===== src/hw/rtl/ljpf_pkg.sv =====
// Shared types, widths, operation codes and register indexes for the
// Lennard-Jones pair force accumulator. No dependencies.
package ljpf_pkg;

   // Atom storage
   localparam int ATOM_COUNT = 1024;
   localparam int ATOM_AW    = $clog2(ATOM_COUNT);

   // Field widths
   localparam int IDX_W  = 10;
   localparam int POS_W  = 22;
   localparam int CUT_W  = 28;
   localparam int COEF_W = 48;
   localparam int ACC_W  = 48;
   localparam int DIFF_W = 24;
   localparam int MAG_W  = 23;
   localparam int R2_W   = 48;
   localparam int WORD_W = 64;

   localparam int REQ_TDATA_W = 152;
   localparam int RSP_TDATA_W = 208;
   localparam int CSR_INDEX_W = 3;
   localparam int CSR_DATA_W  = 48;

   localparam logic [CUT_W-1:0] CUTOFF_SQ_RESET = 28'd5308416;

   // Operation selector carried in req_tuser
   localparam logic [1:0] FUNC_CLEAR = 2'd0;
   localparam logic [1:0] FUNC_PAIR  = 2'd1;
   localparam logic [1:0] FUNC_READ  = 2'd2;

   // Configuration register indexes
   localparam logic [CSR_INDEX_W-1:0] CSR_BOX_X    = 3'd0;
   localparam logic [CSR_INDEX_W-1:0] CSR_BOX_Y    = 3'd1;
   localparam logic [CSR_INDEX_W-1:0] CSR_BOX_Z    = 3'd2;
   localparam logic [CSR_INDEX_W-1:0] CSR_CUTOFF   = 3'd3;
   localparam logic [CSR_INDEX_W-1:0] CSR_FORCE6   = 3'd4;
   localparam logic [CSR_INDEX_W-1:0] CSR_FORCE12  = 3'd5;
   localparam logic [CSR_INDEX_W-1:0] CSR_ENERGY6  = 3'd6;
   localparam logic [CSR_INDEX_W-1:0] CSR_ENERGY12 = 3'd7;

   // Datapath operations issued by the controller
   localparam logic [3:0] DP_NOP       = 4'd0;
   localparam logic [3:0] DP_LOAD      = 4'd1;
   localparam logic [3:0] DP_CLR       = 4'd2;
   localparam logic [3:0] DP_DIFF      = 4'd3;
   localparam logic [3:0] DP_SQR       = 4'd4;
   localparam logic [3:0] DP_SUM       = 4'd5;
   localparam logic [3:0] DP_DIV_START = 4'd6;
   localparam logic [3:0] DP_DIV_STEP  = 4'd7;
   localparam logic [3:0] DP_MUL_START = 4'd8;
   localparam logic [3:0] DP_RD_I      = 4'd9;
   localparam logic [3:0] DP_WR_I      = 4'd10;
   localparam logic [3:0] DP_RD_J      = 4'd11;
   localparam logic [3:0] DP_WR_J      = 4'd12;
   localparam logic [3:0] DP_RD_A      = 4'd13;
   localparam logic [3:0] DP_RSP_LOAD  = 4'd14;

   // Product sequence through the shared multiplier
   localparam logic [3:0] MUL_INV4   = 4'd0;
   localparam logic [3:0] MUL_INV6   = 4'd1;
   localparam logic [3:0] MUL_INV8   = 4'd2;
   localparam logic [3:0] MUL_INV12  = 4'd3;
   localparam logic [3:0] MUL_INV14  = 4'd4;
   localparam logic [3:0] MUL_TF6    = 4'd5;
   localparam logic [3:0] MUL_F      = 4'd6;
   localparam logic [3:0] MUL_TE12   = 4'd7;
   localparam logic [3:0] MUL_E      = 4'd8;
   localparam logic [3:0] MUL_COMP_X = 4'd9;
   localparam logic [3:0] MUL_COMP_Y = 4'd10;
   localparam logic [3:0] MUL_COMP_Z = 4'd11;

   typedef struct packed {
      logic [1:0]       func;
      logic [IDX_W-1:0] index_i;
      logic [IDX_W-1:0] index_j;
      logic [POS_W-1:0] pos_i_x;
      logic [POS_W-1:0] pos_i_y;
      logic [POS_W-1:0] pos_i_z;
      logic [POS_W-1:0] pos_j_x;
      logic [POS_W-1:0] pos_j_y;
      logic [POS_W-1:0] pos_j_z;
   } req_type;

   typedef struct packed {
      logic [IDX_W-1:0] atom_index;
      logic [ACC_W-1:0] force_x;
      logic [ACC_W-1:0] force_y;
      logic [ACC_W-1:0] force_z;
      logic [ACC_W-1:0] energy_total;
   } rsp_type;

   typedef struct packed {
      logic [3:0] op;
      logic [3:0] mul_idx;
   } cmd_type;

   typedef struct packed {
      logic pair_ok;
      logic clr_last;
      logic div_last;
      logic mul_done;
   } status_type;

endpackage


===== src/hw/rtl/ljpf_ctrl.sv =====
// Controller state machine: sequences clear, pair and read operations and
// owns the request and result handshakes. Depends on ljpf_pkg.
module ljpf_ctrl (
   input  logic                 clock,
   input  logic                 reset,
   input  logic                 req_tvalid,
   input  logic [1:0]           req_func,
   output logic                 req_tready,
   output logic                 rsp_tvalid,
   input  logic                 rsp_tready,
   output ljpf_pkg::cmd_type    cmd,
   input  ljpf_pkg::status_type status
);

   localparam logic [3:0] ST_CLEAR  = 4'd0;
   localparam logic [3:0] ST_IDLE   = 4'd1;
   localparam logic [3:0] ST_DIFF   = 4'd2;
   localparam logic [3:0] ST_SQR    = 4'd3;
   localparam logic [3:0] ST_SUM    = 4'd4;
   localparam logic [3:0] ST_CHECK  = 4'd5;
   localparam logic [3:0] ST_DIV_GO = 4'd6;
   localparam logic [3:0] ST_DIV    = 4'd7;
   localparam logic [3:0] ST_MUL_GO = 4'd8;
   localparam logic [3:0] ST_MUL    = 4'd9;
   localparam logic [3:0] ST_RD_I   = 4'd10;
   localparam logic [3:0] ST_WR_I   = 4'd11;
   localparam logic [3:0] ST_RD_J   = 4'd12;
   localparam logic [3:0] ST_WR_J   = 4'd13;
   localparam logic [3:0] ST_RD_A   = 4'd14;
   localparam logic [3:0] ST_RSP    = 4'd15;

   logic [3:0] state_ff, state_in;
   logic [3:0] mul_idx_ff, mul_idx_in;
   logic       rsp_valid_ff, rsp_valid_in;
   logic       rsp_free;
   logic       rsp_load;

   assign req_tready = (state_ff == ST_IDLE);
   assign rsp_free   = !rsp_valid_ff || rsp_tready;
   assign rsp_load   = (state_ff == ST_RSP) && rsp_free;

   // Next state and datapath command.
   always_comb begin
      state_in    = state_ff;
      mul_idx_in  = mul_idx_ff;
      cmd.op      = ljpf_pkg::DP_NOP;
      cmd.mul_idx = mul_idx_ff;
      unique case (state_ff)
         ST_CLEAR: begin
            cmd.op = ljpf_pkg::DP_CLR;
            if (status.clr_last) begin
               state_in = ST_IDLE;
            end
         end
         ST_IDLE: begin
            if (req_tvalid) begin
               cmd.op = ljpf_pkg::DP_LOAD;
               unique case (req_func)
                  ljpf_pkg::FUNC_CLEAR: state_in = ST_CLEAR;
                  ljpf_pkg::FUNC_PAIR:  state_in = ST_DIFF;
                  ljpf_pkg::FUNC_READ:  state_in = ST_RD_A;
                  default:              state_in = ST_IDLE;
               endcase
            end
         end
         ST_DIFF: begin
            cmd.op   = ljpf_pkg::DP_DIFF;
            state_in = ST_SQR;
         end
         ST_SQR: begin
            cmd.op   = ljpf_pkg::DP_SQR;
            state_in = ST_SUM;
         end
         ST_SUM: begin
            cmd.op   = ljpf_pkg::DP_SUM;
            state_in = ST_CHECK;
         end
         ST_CHECK: begin
            state_in = status.pair_ok ? ST_DIV_GO : ST_IDLE;
         end
         ST_DIV_GO: begin
            cmd.op   = ljpf_pkg::DP_DIV_START;
            state_in = ST_DIV;
         end
         ST_DIV: begin
            cmd.op = ljpf_pkg::DP_DIV_STEP;
            if (status.div_last) begin
               mul_idx_in = ljpf_pkg::MUL_INV4;
               state_in   = ST_MUL_GO;
            end
         end
         ST_MUL_GO: begin
            cmd.op   = ljpf_pkg::DP_MUL_START;
            state_in = ST_MUL;
         end
         ST_MUL: begin
            if (status.mul_done) begin
               if (mul_idx_ff == ljpf_pkg::MUL_COMP_Z) begin
                  state_in = ST_RD_I;
               end else begin
                  mul_idx_in = mul_idx_ff + 4'd1;
                  state_in   = ST_MUL_GO;
               end
            end
         end
         ST_RD_I: begin
            cmd.op   = ljpf_pkg::DP_RD_I;
            state_in = ST_WR_I;
         end
         ST_WR_I: begin
            cmd.op   = ljpf_pkg::DP_WR_I;
            state_in = ST_RD_J;
         end
         ST_RD_J: begin
            cmd.op   = ljpf_pkg::DP_RD_J;
            state_in = ST_WR_J;
         end
         ST_WR_J: begin
            cmd.op   = ljpf_pkg::DP_WR_J;
            state_in = ST_IDLE;
         end
         ST_RD_A: begin
            cmd.op   = ljpf_pkg::DP_RD_A;
            state_in = ST_RSP;
         end
         ST_RSP: begin
            if (rsp_free) begin
               cmd.op   = ljpf_pkg::DP_RSP_LOAD;
               state_in = ST_IDLE;
            end
         end
         default: state_in = ST_IDLE;
      endcase
   end

   // The result beat stays up until taken, and a new one may replace it then.
   always_comb begin
      rsp_valid_in = rsp_valid_ff;
      if (rsp_load) begin
         rsp_valid_in = 1'b1;
      end else if (rsp_tready) begin
         rsp_valid_in = 1'b0;
      end
   end

   always_ff @(posedge clock) begin
      if (reset) begin
         state_ff     <= ST_CLEAR;
         mul_idx_ff   <= ljpf_pkg::MUL_INV4;
         rsp_valid_ff <= 1'b0;
      end else begin
         state_ff     <= state_in;
         mul_idx_ff   <= mul_idx_in;
         rsp_valid_ff <= rsp_valid_in;
      end
   end

   assign rsp_tvalid = rsp_valid_ff;

`ifndef SYNTHESIS
   a_mul_done_in_mul: assert property (@(posedge clock) disable iff (reset)
      status.mul_done |-> (state_ff == ST_MUL))
      else $error("multiplier finished outside the product wait state");

   a_rsp_no_overwrite: assert property (@(posedge clock) disable iff (reset)
      (cmd.op == ljpf_pkg::DP_RSP_LOAD) |-> (!rsp_valid_ff || rsp_tready))
      else $error("result register loaded over an untaken beat");

   a_mul_idx_bound: assert property (@(posedge clock) disable iff (reset)
      (state_ff == ST_MUL_GO) |-> (mul_idx_ff <= ljpf_pkg::MUL_COMP_Z))
      else $error("product index past the last component");

   a_no_accept_in_clear: assert property (@(posedge clock) disable iff (reset)
      (state_ff == ST_CLEAR) && !status.clr_last |=> (state_ff == ST_CLEAR))
      else $error("clearing pass left early");
`endif

endmodule

===== config.mk =====
export PLATFORM = sky130hd
export DESIGN_NAME = ljpf_ctrl
export DESIGN_NICKNAME = d
export VERILOG_FILES = /design/src/hw/rtl/ljpf_pkg.sv /design/src/hw/rtl/ljpf_ctrl.sv
export SDC_FILE = /design/constraint.sdc
export NUM_CORES = 1
export LEC_CHECK = 0
export BUFFER_PORTS_ARGS = -buffer_cell sky130_fd_sc_hd__buf_4
export CORE_UTILIZATION = 56
export DETAILED_ROUTE_END_ITERATION = 8
export PLACE_DENSITY_LB_ADDON = 0.05
export SLEW_MARGIN = 20
export SYNTH_ARGS = -nofsm -noshare
export SYNTH_HDL_FRONTEND = slang
export SYNTH_SLANG_ARGS = --single-unit

===== constraint.sdc =====
create_clock -name clock -period 4.2 [get_ports clock]
set_input_delay 0.21 -clock clock [delete_from_list [all_inputs] [get_ports clock]]
set_output_delay 0.21 -clock clock [all_outputs]
set_load 0.01 [all_outputs]

==> results of run 1 <==
==> power by group through the flow <==
stage               sequential [mW]  combinational (mW)  clock (mW)
floorplan                    0.0907              0.0514           0
global placement              0.101              0.0607           0
detailed placement            0.102              0.0626           0
CTS                           0.100              0.0627      0.0671
global route                  0.101              0.0684      0.0724
finish                        0.100              0.0622      0.0654
==> worst max-delay path: cells and delay by family (launching register included) <==
family	cells	cell delay [ns]
buffers and inverters	1	0.17
AO/OA/AOI/OAI	2	0.44
AND/OR/NAND/NOR	1	0.15
flip-flops	1	0.80
==> cells by family after synthesis <==
kind of cell,Yosys count,share of synthesized area (%)
flops,9,21.2
fa+ha+maj,3,4.42
mux,2,2.36
compound gates,35,30.9
simple gates,43,33.0
buf+inv,15,8.10
==> per-stage QoR <==
| stage | instance area (um^2) | worst slack [ns] | hold slack (ns) |
|---|---|---|---|
| 6_report | 991 | 2.16 | 0.195 |
| 2_1_floorplan | 850 | 2.69 | 0.414 |
| 3_5_place_dp | 965 | 2.21 | 0.469 |
| 4_1_cts | 991 | 2.16 | 0.191 |
| 3_3_place_gp | 965 | 2.30 | 0.468 |
| 5_1_grt | 991 | 2.00 | 0.191 |
==> layer usage <==
| metal | up-vias | routed length [um] | global-route usage, % |
|---|---|---|---|
| met5 | - | 0 | 0 |
| met4 | 0 | 7 | 5.00 |
| met3 | 2 | 104 | 8.15 |
| met2 | 23 | 847 | 37.1 |
| met1 | 373 | 887 | 35.1 |
| li1 | 435 | - | - |
==> flip-flops by register name, summed over array words and instances, names as in the netlist <==
signal / cells
mul_idx_ff: 4
state_ff: 4
rsp_tvalid: 1
==> layout by cell type (no fill, tap or decap), drive strengths merged, types with 3 or more instances in the layout <==
| master | n |
|---|---|
| nand2b | 3 |
| a21oi | 10 |
| nand2 | 7 |
| nor2 | 7 |
| ha | 3 |
| dfxtp | 9 |
| or3 | 3 |
| o21ai | 7 |
| inv | 6 |
| buf | 19 |
| nor2b | 3 |
| clkbuf | 4 |
==> worst max path at each step <==
stage	slack (ns)	from	to	depth (start not counted)
floorplan	2.69	state_ff[1]	state_ff[1]	5
global placement	2.30	state_ff[2]	mul_idx_ff[1]	4
detailed placement	2.21	state_ff[3]	mul_idx_ff[1]	4
CTS	2.16	state_ff[2]	cmd[4]	4
global route	2.00	state_ff[3]	cmd[6]	4
finish	2.16	state_ff[3]	cmd[6]	4
==> area by class of cell <==
type                       count  area [um^2]
inverter                       6         22.5
timing repair buffer          19          143
tap                           15         18.8
multi-input combinational     83          601
sequential                     9          180
clock buffer                   4         26.3
fill                         108          359
==> out/metrics.csv, run 1 <==
stage,metric,value,unit
setup_path,"slowest stage delay, CP",0.80,ns
sta,FMAX,0.489,GHz
power,PD cells,230,mW/mm^2
run,maxcap violations,0,
logic_synthesis,post-synthesis sequential area ratio,21.2,%
power,leakage,0.375,nW
clock_network,H-tree depth,1,
sta,RSZ-0062 raised after global routing,no,
sta,min Tclk post-route,2.04,ns
clock_network,post-CTS setup buffers,0,
hold_path,min-delay src,reset,
logic_synthesis,"Distinct cells, synth",49,
logic_synthesis,asr flop ratio synth,0,%
power,combinational share of power,27.3,%
routing,Vias/cell,6.13,
routing,Pre-antenna DRT Iters,4,
cells_and_area,diode count,0,
floorplan,Die Ht,41.0,um
power,Max VDD drop,240,uV
placement,GP Congestion,0.813,
floorplan,Cell Rows,13,
logic_synthesis,Yosys reg bits,9,
cells_and_area,fin util,73.4,%
power,"Power, Total",228,uW
setup_path,Reg-to-Reg Start,state_ff[3],
sta,# setup viols final,0,
setup_path,depth of the most critical reg-to-reg path,4,
global_routing,total track usage,25.1,%
status,outcome,completed,
global_routing,first-pass GRT wire length,2750,um
placement,Inst Count DP,132,
setup_path,reg-to-reg endpoint,mul_idx_ff[1],
power,cell internal pwr,158,uW
sta,Slew headroom,50.1,%
clock_network,CTS tree,done,
global_routing,largest net degree at the start of global routing,26,
global_routing,vias in the first global route,651,
hold_path,Tightest Hold Check Type,primary input to flip-flop,
logic_synthesis,Yosys warnings,0,
routing,final wirelength,1850,um
power,switching share of power,30.8,%
logic_synthesis,syn nets,120,
floorplan,Core Footprint,0.00135,mm^2
setup_path,Crit. End Element,primary output,
setup_path,crit path max-delay cell type,dfxtp_1,
placement,Final HPWL DP,1330,um
setup_path,CP arrival,1.83,ns
placement,port bufs,19,
sta,Fin. Hold Viols,0,
setup_path,crit path cell chain,"nor2_1, o21bai_1, a221oi_1, buf_4",
cells_and_area,Final nets,135,
logic_synthesis,Synth area leader,dfxtp_1,
floorplan,I/O pins,20,
logic_synthesis,synth top area cells,"dfxtp_1 (21%), a21oi_1 (5.3%), ha_1 (4.4%)",
power,Psw,70.1,uW
clock_network,worst skew pair latency,0.26,ns
clock_network,CTS Sinks,9,
logic_synthesis,Netlist Area Pre-Place,850,um^2
global_routing,antenna violations before repair,0,
clock_network,Num CTS Buffers,3,
floorplan,Initial Util,62.9,%
setup_path,CP max FO,25,
power,Seq pwr share,44.0,%
sta,Clock Skew,0.0102,ns
routing,DRT antenna net count,0,
clock_network,clk buf depth,2,
logic_synthesis,predominant post-synthesis flop cell,dfxtp_1,
logic_synthesis,Post-synth EDFFs,0,
power,Clock Power Share,28.7,%
sta,fin. max-slew vios,0,
routing,First DRT Iteration DRCs,18,
hold_path,Hold Path Sink,mul_idx_ff[1],
routing,vias post-DR,833,
logic_synthesis,top-area cell type share of the netlist area,21.2,%
logic_synthesis,Commonest cells post-synth,"a21oi_1 (9), dfxtp_1 (9), nand2_1 (7), nor2_1 (7), o21ai_0 (6)",
logic_synthesis,"Avg Cell Area, Syn",7.94,um^2
clock_network,"Hold-fix buffers, CTS",0,
sta,worst-margin pin slew,0.748,ns
clock_network,clk root buf,clkbuf_4,
hold_path,hold path depth,2,
routing,Remaining DRCs,0,
cells_and_area,layout cells sized above 1,24.8,%
sta,"Period Utilization, post-route",48.7,%
floorplan,area of the die,0.00168,mm^2
cells_and_area,Post-Layout Cell Count,136,
clock_network,CTS resizes,0,
sta,Sum Neg Setup Slack,0,ns
cells_and_area,area delta synth->final,16.6,%
floorplan,Die Wd,41.0,um
setup_path,R2R Setup Slk,2.18,ns
logic_synthesis,Gate Count Post-Synth,107,
routing,DR WL/cell,13.6,um
setup_path,Setup CP Type,flip-flop to primary output,
clock_network,Clock transition at path regs,0.06,ns
global_routing,total gr overflow,0,
setup_path,Worst Path Required,3.99,ns
setup_path,Startpoint Class,flip-flop,
Power figures use the tool's default switching activity.
==> run 2: changes to the inputs <==
Settings changed: ABC_AREA set to 1, CORE_UTILIZATION 56 to 47.
Clock period 4.2 ns to 1.8 ns, I/O delays scaled along.
==> run 2 against run 1 <==
Effect of this change: the flow now finishes with violations (DRC); setup slack worse by 2.0 ns; total power grew to 4.2 times the previous value; register-to-register slack worse by 1.9 ns; clock power is 140% higher; wire length is 6.3% higher; clock-buffer cell count stayed put; first-iteration DRC count is 78% higher; critical endpoint is now cmd[4]; largest cell class unchanged.
==> out/metrics.csv, run 2 <==
stage,metric,value,unit,change
status,outcome,"finished, violations left",,
status,failing checks,DRC,,
logic_synthesis,largest family of logic cells by synthesized area,simple AND/OR/NAND/NOR gates,,
logic_synthesis,Yosys reg bits,9,,unchanged
sta,Sum Neg Setup Slack,0,ns,unchanged
placement,Final HPWL DP,1570,um,+18%
logic_synthesis,Post-synth EDFFs,0,,unchanged
floorplan,I/O pins,20,,unchanged
sta,Clock Skew,0.00167,ns,-0.00850 ns
floorplan,Cell Rows,14,,+1
cells_and_area,fin util,63.9,%,-9.5 points
sta,Fin. Hold Viols,0,,unchanged
cells_and_area,diode count,0,,unchanged
sta,Slew headroom,77.7,%,+28 points
logic_synthesis,post-synthesis sequential area ratio,22.0,%,+0.74 points
floorplan,Die Ht,43.8,um,+6.9%
logic_synthesis,Compound-Gate Fraction of Synth Area,16.2,%,-15 points
sta,fin. max-slew vios,0,,unchanged
cells_and_area,"commonest non-fill, non-tap cell in the layout",nand2_1,,
sta,Setup WS post-layout,0.189,ns,-1.97 ns
routing,DRT antenna net count,0,,unchanged
power,"Power, Total",959,uW,+320%
global_routing,vias in the first global route,821,,+26%
routing,Remaining DRCs,1,,+1
clock_network,CTS resizes,0,,unchanged
sta,worst-margin pin slew,0.334,ns,-0.414 ns
clock_network,H-tree depth,1,,unchanged
setup_path,CP max FO,7,,-72%
logic_synthesis,asr flop ratio synth,0,%,unchanged
sta,RSZ-0062 raised after global routing,no,,
logic_synthesis,synth top area cells,"dfxtp_1 (22%), nand2_1 (16%), inv_1 (9.6%)",,
clock_network,clk root buf,clkbuf_4,,
cells_and_area,most frequent cells in the layout,"nand2_1 (35), inv_1 (21), buf_4 (19)",,
sta,Min Hold Slack,0.0488,ns,-0.146 ns
routing,DR WL/cell,11.3,um,-16%
floorplan,Initial Util,52.1,%,-11 points
placement,port bufs,19,,unchanged
clock_network,Num CTS Buffers,3,,unchanged
global_routing,first-pass GRT wire length,3380,um,+23%
sta,# setup viols final,0,,unchanged
logic_synthesis,post-synthesis simple-gate area fraction,44.7,%,+12 points
placement,dpl ws,0.337,ns,-1.87 ns
clock_network,CTS Sinks,9,,unchanged
clock_network,CTS tree,done,,
sta,"Period Utilization, post-route",89.5,%,
setup_path,Setup CP Type,flip-flop to primary output,,
logic_synthesis,syn nets,148,,+23%
logic_synthesis,Gate Count Post-Synth,135,,+26%
logic_synthesis,adder-cell share of the synthesized area,4.57,%,+0.15 points
sta,min Tclk post-route,1.61,ns,
logic_synthesis,Commonest cells post-synth,"nand2_1 (35), inv_1 (21), nor2_1 (12)",,
floorplan,Die Wd,43.8,um,+6.9%
logic_synthesis,Netlist Area Pre-Place,821,um^2,-3.4%
logic_synthesis,XOR/XNOR share of the synthesized area,1.07,%,+1.1 points
routing,final wirelength,1960,um,+6.3%
logic_synthesis,"count leader, synth",nand2_1,,
floorplan,Core Footprint,0.00158,mm^2,+17%
logic_synthesis,Synth area leader,dfxtp_1,,
run,maxcap violations,0,,unchanged
clock_network,post-CTS setup buffers,0,,unchanged
clock_network,Clock transition at path regs,0.06,ns,about the same
global_routing,total gr overflow,0,,unchanged
logic_synthesis,Yosys warnings,0,,unchanged
cells_and_area,Final nets,171,,+27%
logic_synthesis,"Avg Cell Area, Syn",6.08,um^2,-23%
clock_network,clk buf depth,2,,unchanged
cells_and_area,fill count,154,,+43%
global_routing,total track usage,23.8,%,-1.2 points
clock_network,worst skew pair latency,0.26,ns,about the same
cells_and_area,layout cells sized above 1,29.3,%,+4.5 points
hold_path,Tightest Hold Check Type,primary input to flip-flop,,
routing,Vias/cell,5.34,,-13%
sta,FMAX,0.621,GHz,
routing,vias post-DR,923,,+11%
setup_path,Worst Path Required,1.71,ns,-2.28 ns
power,PD cells,952,mW/mm^2,+310%
global_routing,largest net degree at the start of global routing,9,,-65%
clock_network,"Hold-fix buffers, CTS",0,,unchanged
routing,Pre-antenna DRT Iters,6,,+2
cells_and_area,area delta synth->final,22.7,%,
power,leakage,0.487,nW,+30%
logic_synthesis,post-synthesis mux area share,0,%,-2.4 points
logic_synthesis,"Distinct cells, synth",23,,-53%
setup_path,Startpoint Class,flip-flop,,
routing,First DRT Iteration DRCs,32,,+14
placement,GP Congestion,0.886,,+9.0%
setup_path,Crit. End Element,primary output,,
global_routing,antenna violations before repair,0,,unchanged
power,Max VDD drop,532,uV,+120%
floorplan,area of the die,0.00192,mm^2,+14%
logic_synthesis,predominant post-synthesis flop cell,dfxtp_1,,
logic_synthesis,top-area cell type share of the netlist area,22.0,%,+0.74 points
setup_path,CP arrival,1.52,ns,-0.31 ns
-- run 2: cell count changes in the layout (fill, tap and decap cells not counted), sizes merged, moves of 3 or more --
cell    delta
nand2     +37
or3        -3
inv       +18
nand2b     -3
o21ai      -3
nor2b      -3
nand3      +9
nor2      +12
-- run 2: cell type report --
type	instances	area, um^2	area share, %
clock buffers	4	26.3	2.61
inverters	24	90.1	8.94
multi-input cells	101	548	54.4
flip-flops and latches	9	180	17.9
well taps	16	20.0	1.99
repair buffers	19	143	14.2
-- run 2: logic make-up after synthesis --
group,count (synthesis)
buffers and inverters,25
adders and majority gates,3
and+or+nand+nor,76
AOI/OAI and AO/OA,21
xor gates and xnor gates,1
DFF,9
-- run 2: through the flow --
stage,instances,cell area (um^2)
floorplan,135,821
global placement,169,978
detailed placement,169,978
CTS,173,1000
global route,173,1010
finish,173,1010
-- run 2: worst max-delay path: stages, from the launching register on --
cell and delay (ns):
dfxtp_1 0.40, nor2_2 0.27, inv_1 0.13, nor2_2 0.15, nand2_1 0.07, o2111ai_1 0.08, buf_4 0.15
-- run 2: worst paths after layout --
check	from	endpoint	slack (ns)	cells past startpoint
max reg2reg	state_ff[2]	mul_idx_ff[1]	0.27	9
min reg2reg	mul_idx_ff[2]	mul_idx_ff[2]	0.51	2
max	state_ff[3]	cmd[4]	0.19	6
min	reset	mul_idx_ff[3]	0.05	2
-- run 2: metal layers --
layer  vias up  part of all wire, %  wire [um]  track usage [%]
li1        473                    -          -                -
met1       409                   46        912             28.3
met2        34                   45        885             39.7
met3         7                  6.7        131             7.92
met4         0                  1.6         32             8.75
met5         -                    0          0                0
-- run 2: report_power, final --
group          internal, mW  total (mW)  switching [mW]
Clock                0.0854       0.156          0.0708
Sequential            0.226       0.277          0.0511
Combinational         0.205       0.526           0.321
Total                 0.517       0.959           0.442
==> run 3: changes to the inputs <==
Settings changed: GPL_TIMING_DRIVEN set to 0, PLACE_DENSITY set to 0.79, PLACE_DENSITY_LB_ADDON 0.05 to not set.
==> run 3 against run 2 <==
Effect of this change: the run still ends with DRC left; final area is 0.25% lower; clock-buffer cell count stayed put; die area stayed put; sequential share of layout area hardly changed; total power is 0.57% lower; combinational power is 1% lower; flip-flop and latch count stayed put; cell count stayed put; non-clock buffer count stayed put; global-route usage is 2.4 points lower.
==> out/metrics.csv, run 3 (same netlist as run 2, synthesis figures left out) <==
stage,metric,value,unit,change
cells_and_area,diode count,0,,unchanged
routing,First DRT Iteration DRCs,32,,unchanged
floorplan,Die Ht,43.8,um,unchanged
cells_and_area,area delta synth->final,22.4,%,
cells_and_area,register area,180,um^2,unchanged
power,switching share of power,45.9,%,-0.24 points
setup_path,depth of the most critical reg-to-reg path,8,,-1
power,combinational share of power,54.4,%,-0.4 points
hold_path,hold path depth,2,,unchanged
clock_network,clk buf depth,2,,unchanged
cells_and_area,layout cells sized above 1,29.3,%,unchanged
power,PD cells,949,mW/mm^2,-0.32%
placement,placed instance area,976,um^2,-0.26%
cells_and_area,multi-input logic area,548,um^2,unchanged
cells_and_area,"commonest non-fill, non-tap cell in the layout",nand2_1,,
status,outcome,"finished, violations left",,
cells_and_area,most frequent cells in the layout,"nand2_1 (35), inv_1 (21), buf_4 (18)",,
power,leakage,0.486,nW,-0.13%
setup_path,CP max FO,7,,unchanged
routing,Pre-antenna DRT Iters,6,,unchanged
clock_network,clk root buf,clkbuf_4,,
floorplan,I/O pins,20,,unchanged
floorplan,Die Wd,43.8,um,unchanged
sta,Clock Skew,0.00872,ns,+0.00705 ns
hold_path,Tightest Hold Check Type,primary input to flip-flop,,
setup_path,crit path cell chain,"nor2_2, inv_1, nor2_2, nand2_1, o2111ai_1, buf_4",,
sta,Sum Neg Setup Slack,0,ns,unchanged
clock_network,H-tree depth,1,,unchanged
routing,DRT antenna net count,0,,unchanged
sta,RSZ-0062 raised after global routing,no,,
placement,port bufs,18,,-1
setup_path,critical path's most frequent cell,nor2_2,,
routing,DR WL/cell,10.8,um,-5.0%
placement,GP Congestion,0.870,,-1.9%
clock_network,Num CTS Buffers,3,,unchanged
setup_path,reg-to-reg endpoint,mul_idx_ff[0],,
floorplan,Cell Rows,14,,unchanged
setup_path,Setup CP Type,flip-flop to primary output,,
power,Clock Power Share,16.6,%,+0.3 points
clock_network,CTS Sinks,9,,unchanged
cells_and_area,Final nets,171,,unchanged
routing,final wirelength,1860,um,-5.0%
power,cell internal pwr,516,uW,-0.12%
hold_path,Hold Path Sink,mul_idx_ff[3],,
global_routing,vias in the first global route,761,,-7.3%
setup_path,Worst Path Required,1.71,ns,about the same
routing,Vias/cell,5.25,,-1.6%
power,Seq pwr share,28.9,%,about the same
clock_network,CTS tree,done,,
hold_path,min-delay src,reset,,
sta,worst-margin pin slew,0.332,ns,-0.00221 ns
routing,Remaining DRCs,2,,+1
global_routing,total gr overflow,0,,unchanged
floorplan,Core Footprint,0.00158,mm^2,unchanged
setup_path,CP arrival,1.47,ns,-0.05 ns
routing,vias post-DR,908,,-1.6%
sta,Min Hold Slack,0.0991,ns,+0.0502 ns
placement,Final HPWL DP,1530,um,-2.0%
setup_path,Crit. End Element,primary output,,
sta,fin. max-slew vios,0,,unchanged
run,maxcap violations,0,,unchanged
setup_path,crit path max-delay cell type,dfxtp_1,,
sta,Slew headroom,77.8,%,+0.15 points
setup_path,Reg-to-Reg Start,state_ff[2],,
global_routing,antenna violations before repair,0,,unchanged
power,"Power, Total",954,uW,-0.57%
status,failing checks,DRC,,
cells_and_area,Post-Layout Cell Count,173,,unchanged
sta,"Period Utilization, post-route",86.8,%,-2.7 points
placement,Inst Count DP,169,,unchanged
setup_path,"slowest stage delay, CP",0.38,ns,-0.02 ns
global_routing,largest net degree at the start of global routing,9,,unchanged
clock_network,Clock transition at path regs,0.06,ns,about the same
setup_path,R2R Setup Slk,0.29,ns,+0.02 ns
sta,# setup viols final,0,,unchanged
sta,Fin. Hold Viols,0,,unchanged
floorplan,Initial Util,52.1,%,unchanged
power,Psw,438,uW,-1.1%
sta,FMAX,0.640,GHz,+3.2%
floorplan,area of the die,0.00192,mm^2,unchanged
setup_path,Startpoint Class,flip-flop,,
cells_and_area,fill count,162,,+5.2%
global_routing,first-pass GRT wire length,3040,um,-10%
global_routing,total track usage,21.4,%,-2.4 points
clock_network,worst skew pair latency,0.27,ns,about the same
sta,min Tclk post-route,1.56,ns,-0.0493 ns
cells_and_area,Final Instance Area,0.00100,mm^2,-0.25%
power,Max VDD drop,518,uV,-2.6%
==> run 3: how the worst max path moves through the flow <==
stage / depth (start not counted) / endpoint / startpoint
5_1_grt: 6 / cmd[4] / state_ff[2]
3_3_place_gp: 9 / mul_idx_ff[1] / state_ff[2]
3_5_place_dp: 9 / mul_idx_ff[1] / state_ff[2]
4_1_cts: 6 / cmd[4] / state_ff[2]
6_report: 6 / cmd[4] / state_ff[2]
2_1_floorplan: 9 / mul_idx_ff[1] / state_ff[2]
==> run 3: critical path: cells and delay by family (launching register included) <==
family | cells | cell delay, ns
AND/OR/NAND/NOR | 3 | 0.48
flip-flops | 1 | 0.38
buffers and inverters | 2 | 0.28
AO/OA/AOI/OAI | 1 | 0.07
==> run 3: through the flow <==
step / setup slack, ns / utilization (%)
2_1_floorplan: 0.562 / -
3_3_place_gp: 0.380 / 61.9
3_5_place_dp: 0.326 / 61.9
4_1_cts: 0.141 / 63.6
5_1_grt: 0.0973 / 63.7
6_report: 0.238 / 63.7
==> run 3: layer usage <==
layer / part of all wire [%] / vias to the layer above / track usage, %
met1: 44 / 407 / 27.5
met3: 6.0 / 3 / 7.50
met2: 49 / 25 / 34.6
li1: - / 473 / -
met5: 0 / - / 0
met4: 0.43 / 0 / 4.38
==> run 3: cell type report <==
class,instances,share of cell area (%)
Inverter,24,8.97
Sequential cell,9,17.9
Multi-Input combinational cell,101,54.5
Timing Repair Buffer,18,13.4
Buffer,1,0.498
Clock buffer,4,2.62
Tap cell,16,1.99
==> run 3: power groups by stage <==
stage               clock, mW  combinational (mW)  sequential [mW]
CTS                     0.161               0.517            0.273
global route            0.171               0.574            0.280
global placement            0               0.504            0.277
floorplan                   0               0.359            0.268
detailed placement          0               0.515            0.278
finish                  0.158               0.519            0.276
==> run 3: what timing repair did <==
item | in CTS | in global routing
setup buffers | 0 | 0
hold buffers | 0 | 0
endpoints found under the setup margin | 0 | 1
resized for setup | 0 | 1
